### src/sv/s256_pkg.sv
// Types, constants and round functions of the SHA-256 byte stream core.
// No dependencies.
package s256_pkg;

  // One queued input transaction.
  typedef struct packed {
    logic [7:0] data_byte;
    logic       has_byte;
    logic       is_final;
  } s256_entry_t;

  // Handshake between the front queue and the engine.
  typedef struct packed {
    logic        valid;
    s256_entry_t entry;
  } s256_queue_t;

  localparam logic [31:0] K_TABLE [64] = '{
    32'h428a2f98, 32'h71374491, 32'hb5c0fbcf, 32'he9b5dba5, 32'h3956c25b,
    32'h59f111f1, 32'h923f82a4, 32'hab1c5ed5, 32'hd807aa98, 32'h12835b01,
    32'h243185be, 32'h550c7dc3, 32'h72be5d74, 32'h80deb1fe, 32'h9bdc06a7,
    32'hc19bf174, 32'he49b69c1, 32'hefbe4786, 32'h0fc19dc6, 32'h240ca1cc,
    32'h2de92c6f, 32'h4a7484aa, 32'h5cb0a9dc, 32'h76f988da, 32'h983e5152,
    32'ha831c66d, 32'hb00327c8, 32'hbf597fc7, 32'hc6e00bf3, 32'hd5a79147,
    32'h06ca6351, 32'h14292967, 32'h27b70a85, 32'h2e1b2138, 32'h4d2c6dfc,
    32'h53380d13, 32'h650a7354, 32'h766a0abb, 32'h81c2c92e, 32'h92722c85,
    32'ha2bfe8a1, 32'ha81a664b, 32'hc24b8b70, 32'hc76c51a3, 32'hd192e819,
    32'hd6990624, 32'hf40e3585, 32'h106aa070, 32'h19a4c116, 32'h1e376c08,
    32'h2748774c, 32'h34b0bcb5, 32'h391c0cb3, 32'h4ed8aa4a, 32'h5b9cca4f,
    32'h682e6ff3, 32'h748f82ee, 32'h78a5636f, 32'h84c87814, 32'h8cc70208,
    32'h90befffa, 32'ha4506ceb, 32'hbef9a3f7, 32'hc67178f2};

  localparam logic [31:0] IV_TABLE [8] = '{
    32'h6a09e667, 32'hbb67ae85, 32'h3c6ef372, 32'ha54ff53a,
    32'h510e527f, 32'h9b05688c, 32'h1f83d9ab, 32'h5be0cd19};

  localparam logic [7:0] PAD_BYTE = 8'h80;
  localparam logic [5:0] LEN_POS  = 6'd56;

  function automatic logic [31:0] big_sigma0(input logic [31:0] x);
    return {x[1:0], x[31:2]} ^ {x[12:0], x[31:13]} ^ {x[21:0], x[31:22]};
  endfunction

  function automatic logic [31:0] big_sigma1(input logic [31:0] x);
    return {x[5:0], x[31:6]} ^ {x[10:0], x[31:11]} ^ {x[24:0], x[31:25]};
  endfunction

  function automatic logic [31:0] small_sigma0(input logic [31:0] x);
    return {x[6:0], x[31:7]} ^ {x[17:0], x[31:18]} ^ {3'b000, x[31:3]};
  endfunction

  function automatic logic [31:0] small_sigma1(input logic [31:0] x);
    return {x[16:0], x[31:17]} ^ {x[18:0], x[31:19]} ^ {10'd0, x[31:10]};
  endfunction

endpackage

### src/sv/s256_in_if.sv
// Input channel of the hash core: at most one message byte per transaction.
// No dependencies.
interface s256_in_if;
  logic       valid;
  logic       ready;
  logic [7:0] data_byte;
  logic       has_byte;
  logic       is_final;
  modport source (output valid, data_byte, has_byte, is_final, input ready);
  modport sink (input valid, data_byte, has_byte, is_final, output ready);
endinterface

### src/sv/s256_out_if.sv
// Output channel of the hash core: one digest word per transaction.
// No dependencies.
interface s256_out_if;
  logic        valid;
  logic        ready;
  logic [31:0] digest_word;
  logic [2:0]  word_index;
  logic        last_word;
  modport source (output valid, digest_word, word_index, last_word, input ready);
  modport sink (input valid, digest_word, word_index, last_word, output ready);
endinterface

### src/sv/s256_front.sv
// Front end: accepts input transactions and queues those that do any work.
// Depends on s256_pkg.
module s256_front #(
  parameter int DEPTH = 2
) (
  input  logic                   clk,
  input  logic                   rst,
  input  logic                   in_valid,
  output logic                   in_ready,
  input  s256_pkg::s256_entry_t  in_entry,
  output s256_pkg::s256_queue_t  queue,
  input  logic                   pop
);
  import s256_pkg::*;

  localparam int PW = (DEPTH > 1) ? $clog2(DEPTH) : 1;
  localparam int CW = $clog2(DEPTH + 1);
  localparam logic [PW-1:0] LAST_PTR = PW'(DEPTH - 1);
  localparam logic [CW-1:0] FULL_CNT = CW'(DEPTH);

  s256_entry_t   mem [DEPTH];
  logic [PW-1:0] wr_ptr;
  logic [PW-1:0] rd_ptr;
  logic [CW-1:0] count;
  logic          push;
  logic          take;

  // An item with neither byte nor final mark changes nothing and is dropped.
  assign in_ready = (count != FULL_CNT);
  assign push     = in_valid && in_ready && (in_entry.has_byte || in_entry.is_final);
  assign take     = pop && (count != '0);

  assign queue.valid = (count != '0);
  assign queue.entry = mem[rd_ptr];

  // Queue storage.
  always_ff @(posedge clk) begin
    if (push) begin
      mem[wr_ptr] <= in_entry;
    end
  end

  // Pointers and fill count.
  always_ff @(posedge clk) begin
    if (rst) begin
      wr_ptr <= '0;
      rd_ptr <= '0;
      count  <= '0;
    end else begin
      if (push) begin
        wr_ptr <= (wr_ptr == LAST_PTR) ? '0 : wr_ptr + 1'b1;
      end
      if (take) begin
        rd_ptr <= (rd_ptr == LAST_PTR) ? '0 : rd_ptr + 1'b1;
      end
      if (push && !take) begin
        count <= count + 1'b1;
      end else if (take && !push) begin
        count <= count - 1'b1;
      end
    end
  end
endmodule

### src/sv/s256_engine.sv
// Back end: packs bytes, pads, runs the 64 rounds and sends the digest.
// Depends on s256_pkg.
module s256_engine (
  input  logic                  clk,
  input  logic                  rst,
  input  s256_pkg::s256_queue_t queue,
  output logic                  pop,
  output logic                  out_valid,
  input  logic                  out_ready,
  output logic [31:0]           digest_word,
  output logic [2:0]            word_index,
  output logic                  last_word
);
  import s256_pkg::*;

  typedef enum logic [2:0] {
    S_IDLE, S_PAD, S_LEN, S_LOAD, S_ROUND, S_ADD, S_OUT
  } state_t;

  state_t      state;
  state_t      ret_state;
  logic [31:0] blk   [16];
  logic [31:0] chain [8];
  logic [31:0] v     [8];
  logic [60:0] count;
  logic [5:0]  rnd;
  logic [2:0]  oidx;

  logic [5:0]  pos;
  logic [63:0] bit_len;
  logic [31:0] wt;
  logic [31:0] t1;
  logic [31:0] t2;
  logic [31:0] pad_word [16];
  logic [31:0] keep_mask;
  logic [31:0] byte_word;

  assign pos     = count[5:0];
  assign bit_len = {count, 3'b000};
  assign pop     = (state == S_IDLE) && queue.valid;

  assign out_valid   = (state == S_OUT);
  assign digest_word = chain[oidx];
  assign word_index  = oidx;
  assign last_word   = (oidx == 3'd7);

  // Shifted byte and the mask of bytes already in the current word.
  always_comb begin
    byte_word = 32'(queue.entry.data_byte) << (5'd24 - {pos[1:0], 3'b000});
    case (pos[1:0])
      2'd0:    keep_mask = 32'h00000000;
      2'd1:    keep_mask = 32'hff000000;
      2'd2:    keep_mask = 32'hffff0000;
      2'd3:    keep_mask = 32'hffffff00;
      default: keep_mask = 32'h00000000;
    endcase
  end

  // Padded block: bytes kept, the pad byte, zeros, and the length if it fits.
  always_comb begin
    for (int i = 0; i < 16; i++) begin
      if (4'(i) < pos[5:2]) begin
        pad_word[i] = blk[i];
      end else if (4'(i) == pos[5:2]) begin
        pad_word[i] = (blk[i] & keep_mask) |
                      (32'(PAD_BYTE) << (5'd24 - {pos[1:0], 3'b000}));
      end else begin
        pad_word[i] = '0;
      end
    end
    if (pos < LEN_POS) begin
      pad_word[14] = bit_len[63:32];
      pad_word[15] = bit_len[31:0];
    end
  end

  // One round: schedule word from the shift line taps, then the two sums.
  always_comb begin
    if (rnd < 6'd16) begin
      wt = blk[0];
    end else begin
      wt = small_sigma1(blk[14]) + blk[9] + small_sigma0(blk[1]) + blk[0];
    end
    t1 = v[7] + big_sigma1(v[4]) + ((v[4] & v[5]) ^ (~v[4] & v[6])) + K_TABLE[rnd] + wt;
    t2 = big_sigma0(v[0]) + ((v[0] & v[1]) ^ (v[0] & v[2]) ^ (v[1] & v[2]));
  end

  // Sequencer with the block, round and chaining registers.
  always_ff @(posedge clk) begin
    if (rst) begin
      state     <= S_IDLE;
      ret_state <= S_IDLE;
      count     <= '0;
      rnd       <= '0;
      oidx      <= '0;
      for (int i = 0; i < 8; i++) begin
        chain[i] <= IV_TABLE[i];
      end
    end else begin
      case (state)
        S_IDLE: begin
          if (queue.valid) begin
            if (queue.entry.has_byte) begin
              blk[pos[5:2]] <= (pos[1:0] == 2'd0) ? byte_word : blk[pos[5:2]] | byte_word;
              count <= count + 1'b1;
              if (pos == 6'd63) begin
                state     <= S_LOAD;
                ret_state <= queue.entry.is_final ? S_PAD : S_IDLE;
              end else if (queue.entry.is_final) begin
                state <= S_PAD;
              end
            end else begin
              state <= S_PAD;
            end
          end
        end
        S_PAD: begin
          for (int i = 0; i < 16; i++) begin
            blk[i] <= pad_word[i];
          end
          state     <= S_LOAD;
          ret_state <= (pos < LEN_POS) ? S_OUT : S_LEN;
        end
        S_LEN: begin
          for (int i = 0; i < 14; i++) begin
            blk[i] <= '0;
          end
          blk[14]   <= bit_len[63:32];
          blk[15]   <= bit_len[31:0];
          state     <= S_LOAD;
          ret_state <= S_OUT;
        end
        S_LOAD: begin
          for (int i = 0; i < 8; i++) begin
            v[i] <= chain[i];
          end
          rnd   <= '0;
          state <= S_ROUND;
        end
        S_ROUND: begin
          v[7] <= v[6];
          v[6] <= v[5];
          v[5] <= v[4];
          v[4] <= v[3] + t1;
          v[3] <= v[2];
          v[2] <= v[1];
          v[1] <= v[0];
          v[0] <= t1 + t2;
          for (int i = 0; i < 15; i++) begin
            blk[i] <= blk[i+1];
          end
          blk[15] <= wt;
          rnd     <= rnd + 1'b1;
          if (rnd == 6'd63) begin
            state <= S_ADD;
          end
        end
        S_ADD: begin
          for (int i = 0; i < 8; i++) begin
            chain[i] <= chain[i] + v[i];
          end
          oidx  <= '0;
          state <= ret_state;
        end
        S_OUT: begin
          if (out_ready) begin
            oidx <= oidx + 1'b1;
            if (oidx == 3'd7) begin
              for (int i = 0; i < 8; i++) begin
                chain[i] <= IV_TABLE[i];
              end
              count <= '0;
              state <= S_IDLE;
            end
          end
        end
        default: begin
          state <= S_IDLE;
        end
      endcase
    end
  end
endmodule

### src/sv/sha256_byte_stream_hash_core.sv
// Throughput: one byte per cycle while the engine waits for bytes; a full 64-byte
// block then holds the engine for its load, 64 rounds and add, and padding and
// the digest output hold it too, while the queue fills and then stalls the input.
// Final item: padding, one or two compressions, then eight output words.
// Reset (rst, synchronous, active high) empties the queue and restores the IV.
// Top level of the SHA-256 core; depends on s256_pkg, the two interfaces,
// s256_front and s256_engine.
module sha256_byte_stream_hash_core #(
  parameter int QUEUE_DEPTH = 2
) (
  input logic        clk,
  input logic        rst,
  s256_in_if.sink    in_item,
  s256_out_if.source result
);
  import s256_pkg::*;

  s256_entry_t in_entry;
  s256_queue_t queue;
  logic        pop;

  assign in_entry.data_byte = in_item.data_byte;
  assign in_entry.has_byte  = in_item.has_byte;
  assign in_entry.is_final  = in_item.is_final;

  s256_front #(.DEPTH(QUEUE_DEPTH)) u_front (
    .clk      (clk),
    .rst      (rst),
    .in_valid (in_item.valid),
    .in_ready (in_item.ready),
    .in_entry (in_entry),
    .queue    (queue),
    .pop      (pop)
  );

  s256_engine u_engine (
    .clk         (clk),
    .rst         (rst),
    .queue       (queue),
    .pop         (pop),
    .out_valid   (result.valid),
    .out_ready   (result.ready),
    .digest_word (result.digest_word),
    .word_index  (result.word_index),
    .last_word   (result.last_word)
  );
endmodule

### src/flat_wrapper.sv
// flat-port wrapper written by rule: the top's interface ports become plain ports
module sha256_byte_stream_hash_core_flat import s256_pkg::*;
#(
  parameter int QUEUE_DEPTH = 2
)
  (clk, rst, in_item_valid, in_item_data_byte, in_item_has_byte, in_item_is_final, in_item_ready, result_valid, result_digest_word, result_word_index, result_last_word, result_ready);
  s256_in_if in_item_i ();
  s256_out_if result_i ();
  input logic clk;
  input logic rst;
  input wire logic [$bits(in_item_i.valid)-1:0] in_item_valid;
  input wire logic [$bits(in_item_i.data_byte)-1:0] in_item_data_byte;
  input wire logic [$bits(in_item_i.has_byte)-1:0] in_item_has_byte;
  input wire logic [$bits(in_item_i.is_final)-1:0] in_item_is_final;
  output wire logic [$bits(in_item_i.ready)-1:0] in_item_ready;
  output wire logic [$bits(result_i.valid)-1:0] result_valid;
  output wire logic [$bits(result_i.digest_word)-1:0] result_digest_word;
  output wire logic [$bits(result_i.word_index)-1:0] result_word_index;
  output wire logic [$bits(result_i.last_word)-1:0] result_last_word;
  input wire logic [$bits(result_i.ready)-1:0] result_ready;
  assign in_item_i.valid = in_item_valid;
  assign in_item_i.data_byte = in_item_data_byte;
  assign in_item_i.has_byte = in_item_has_byte;
  assign in_item_i.is_final = in_item_is_final;
  assign in_item_ready = in_item_i.ready;
  assign result_valid = result_i.valid;
  assign result_digest_word = result_i.digest_word;
  assign result_word_index = result_i.word_index;
  assign result_last_word = result_i.last_word;
  assign result_i.ready = result_ready;
  sha256_byte_stream_hash_core #(.QUEUE_DEPTH(QUEUE_DEPTH)) u_core (.clk(clk), .rst(rst), .in_item(in_item_i), .result(result_i));
endmodule
### config.mk
export PLATFORM = sky130hd
export DESIGN_NAME = sha256_byte_stream_hash_core_flat
export DESIGN_NICKNAME = d
export VERILOG_FILES = /design/src/sv/s256_pkg.sv /design/src/sv/s256_in_if.sv /design/src/sv/s256_out_if.sv /design/src/sv/s256_front.sv /design/src/sv/s256_engine.sv /design/src/sv/sha256_byte_stream_hash_core.sv /design/src/flat_wrapper.sv
export SDC_FILE = /design/constraint.sdc
export NUM_CORES = 2
export LEC_CHECK = 0
export BUFFER_PORTS_ARGS = -buffer_cell sky130_fd_sc_hd__buf_4
export CAP_MARGIN = 0
export CORE_MARGIN = 3
export CORE_UTILIZATION = 65
export DETAILED_ROUTE_END_ITERATION = 6
export PLACE_DENSITY = 0.81
export SYNTH_ARGS = -nofsm -noshare
export SYNTH_HDL_FRONTEND = slang
export SYNTH_SLANG_ARGS = --single-unit
### constraint.sdc
create_clock -name clk -period 26.5 [get_ports clk]
set_input_delay 2.65 -clock clk [delete_from_list [all_inputs] [get_ports clk]]
set_output_delay 2.65 -clock clk [all_outputs]
set_load 0.03 [all_outputs]
==> results.py <==
metrics = {
    "detailed_routing": {
        "drt_iter0_markers": 11800,
        "vias": 72200,
        "dr.pass1.iters": 7,
        "wl_per_cell_um": 30.0,
        "routed_wl_mm": 305,
        "avgViaCountPerCell": 7.11,
        "drc_errors": 51,
        "drtAntennaViolNets": 0,
    },
    "synth": {
        "synth_cells": 8645,
        "seq_area_frac_synth_pct": 38.3,
        "dominantRegCellSynth": "edfxtp_1",
        "synth_top_cells_by_count": "1435 x nand2_1, 884 x edfxtp_1, 717 x a21oi_1, 671 x o21ai_0, 546 x nor2_1",
        "synth_most_common_cell": "nand2_1",
        "ys_seq_elements": 1132,
        "synth_area_leaders": "edfxtp_1 32%, nand2_1 6.5%, mux4_2 6.4%, ha_1 6.2%, dfxtp_1 6.0%",
        "synth_enable_flop_cells": 884,
        "syn_area_per_cell_um2": 9.52,
        "async_reset_ff_share_pct": 0,
        "synthDistinctLibCells": 107,
        "yosys.area.top_type": "edfxtp_1",
        "syn-num-nets": 9262,
        "netlist.area_leader.share_pct": 32.2,
        "synth_area_um2": 82300,
        "yosys_warnings": 0,
    },
    "run": {
        "cap_violations": 1,
    },
    "critical_path": {
        "r2r_setup_slack_ns": 14.92,
        "cp.required_ns": 27.01,
        "critPathMaxStageDelay_ns": 0.61,
        "critPathLaunchType": "flip-flop",
        "critical_path_arrival_ns": 12.09,
        "path_class": "flip-flop to flip-flop",
        "cp_slowest_cell": "o21ai_0",
        "timing.rr.end": "u_core.u_engine.v[0][31]",
        "r2r_cells": 47,
        "r2r-start": "u_core.u_engine.blk[14][19]",
        "cp_max_fo": 6,
        "worstSetupEndpointType": "flip-flop",
    },
    "placement": {
        "hpwlAfterDp_mm": 223,
        "port_buffers": 51,
        "gp_routability_congestion": 1.10,
        "dpl_cell_area_um2": 83900,
    },
    "final_layout": {
        "drive_gt1_share_pct": 9.16,
        "fill_cells": 9242,
        "nets": 9021,
        "stdcell_area_um2": 88300,
        "syn2layout_area_growth_pct": 7.31,
    },
    "cts": {
        "clkLatencyLatePin_ns": 0.80,
        "cts_root_buffer": "clkbuf_16",
        "h-tree-depth": 4,
        "cts_setup_buffers": 0,
        "ctsHoldBuffers": 0,
        "clock_path_buffers": 3,
        "cts_buffers": 132,
        "tritoncts": "done",
        "clock_sinks": 1132,
        "post_cts_resized": 0,
        "clkTransAtPathRegs_ns": 0.07,
    },
    "die": {
        "ios": 52,
        "start_util_pct": 66.0,
        "die_h_um": 362,
        "die_area_um2": 131000,
        "rows": 129,
        "chipWidth_um": 362,
        "fp.coreArea_um2": 125000,
    },
    "timing": {
        "worstMarginPinSlew_ns": 1.48,
        "hold_ws_ns": 0.492,
        "rsz0062_at_grt": "no",
        "slew_violations": 1,
        "hold_violations": 0,
        "setup_tns_ns": 0,
        "min_period_ns": 11.58,
        "fin_skew_ns": 0.0340,
        "slew_headroom_pct": -1.61,
        "setup_viol": 0,
        "period_share_pct": 43.7,
        "fmax_mhz": 86.3,
    },
    "min_path": {
        "min_path_cells": 2,
        "whs_endpoint": "u_core.u_engine.ret_state[2]",
        "hp-class": "flip-flop to flip-flop",
        "holdCritStartpoint": "u_core.u_engine.ret_state[2]",
    },
    "global_route": {
        "grt_util_all_layers_pct": 45.7,
        "grt.overflow.total": 0,
        "grt_pass1_vias": 69100,
        "grt_max_degree": 207,
        "antenna_found_initial": 17,
        "grt_pass1_wl_mm": 447,
    },
    "run_status": {
        "violations": "design-rule violations, max-capacitance violations, max-slew violations",
        "status": "finished with violations",
    },
}
==> cells by family after synthesis <==
logic type	count (synthesis)	synth area share [%]
AOI/OAI and AO/OA	2466	19.0
xor gates and xnor gates	609	6.50
adders and majority gates	608	11.0
buffers and inverters	954	4.38
DFF	1132	38.3
muxes	321	7.55
and+or+nand+nor	2555	13.3
==> placed cells by master (no fill, tap or decap), types with 33 or more instances in the layout <==
master / n
xnor2_1: 382
nand2b_1: 75
o21bai_1: 53
a21oi_1: 712
nor2b_1: 63
mux4_2: 233
clkbuf_1: 35
buf_4: 162
fa_1: 196
nand2_1: 1432
nor2_1: 541
xor2_1: 226
ha_1: 407
o21ai_0: 662
inv_1: 410
dfxtp_1: 238
nand3_1: 98
a31oi_1: 53
mux2_2: 66
or3_1: 50
nor3_1: 92
clkbuf_16: 133
a21o_1: 308
edfxtp_1: 884
o211ai_1: 73
a211oi_1: 83
o21a_1: 78
a221o_1: 99
and3_1: 49
nand4_1: 33
==> metal layers <==
metal,global-route usage (%),routed length (um)
met1,57.1,105000
met2,70.1,134000
met3,12.1,39900
met4,30.5,25300
met5,0.0726,86
==> layout make-up <==
cell class / instances / area [um2] / area share [%]
clock buffer: 181 / 3640 / 4.12
timing repair buffer: 165 / 1280 / 1.44
antenna: 7 / 17.5 / 0.0198
clock inverter: 62 / 810 / 0.916
multi-input combinational: 6559 / 47500 / 53.7
tap: 1637 / 2050 / 2.32
inverter: 414 / 1560 / 1.76
sequential: 1132 / 31500 / 35.7
==> critical path, delay by kind of cell, from the launching register on <==
family | cells | cell delay (ns)
AOI/OAI and AO/OA | 21 | 4.67
adders and majority gates | 9 | 3.95
xor gates and xnor gates | 6 | 0.96
and+or+nand+nor | 5 | 0.83
DFF | 1 | 0.55
buffers and inverters | 6 | 0.34
==> metrics by stage <==
step / setup WS, ns / std cells / utilization (%)
4_1_cts: 15.02 / 10200 / 70.8
5_1_grt: 14.36 / 10200 / 70.8
3_5_place_dp: 15.06 / 9907 / 67.2
6_report: 14.92 / 10200 / 70.8
2_1_floorplan: 10.19 / 8645 / -
3_3_place_gp: 14.97 / 9907 / 67.2
==> registers in the layout, indices dropped and copies added, names as in the netlist, named ones only <==
| register | count |
|---|---|
| u_core.u_engine.blk | 512 |
| u_core.u_front.wr_ptr | 1 |
| u_core.u_engine.chain | 256 |
| u_core.u_engine.ret_state | 3 |
| u_core.u_engine.state | 3 |
| u_core.u_front.count | 2 |
| u_core.u_front.mem | 20 |
| u_core.u_engine.v | 256 |
| u_core.u_engine.rnd | 6 |
| u_core.u_front.rd_ptr | 1 |
| u_core.u_engine.count | 61 |
| u_core.u_engine.word_index | 3 |
==> worst max path at each step <==
| stage | end | depth (start not counted) | start | slack [ns] |
|---|---|---|---|---|
| global placement | u_core.u_engine.v[0][31] | 47 | u_core.u_engine.blk[14][19] | 14.97 |
| CTS | u_core.u_engine.v[0][31] | 47 | u_core.u_engine.blk[14][19] | 15.02 |
| floorplan | u_core.u_engine.v[0][0] | 3 | rst | 10.19 |
| global route | u_core.u_engine.v[0][31] | 47 | u_core.u_engine.blk[14][19] | 14.36 |
| finish | u_core.u_engine.v[0][31] | 47 | u_core.u_engine.blk[14][19] | 14.92 |
| detailed placement | u_core.u_engine.v[0][31] | 47 | u_core.u_engine.blk[14][19] | 15.06 |
Power is not shown: default switching activity piles up to over one toggle a cycle in this logic, so the estimate is an artifact.
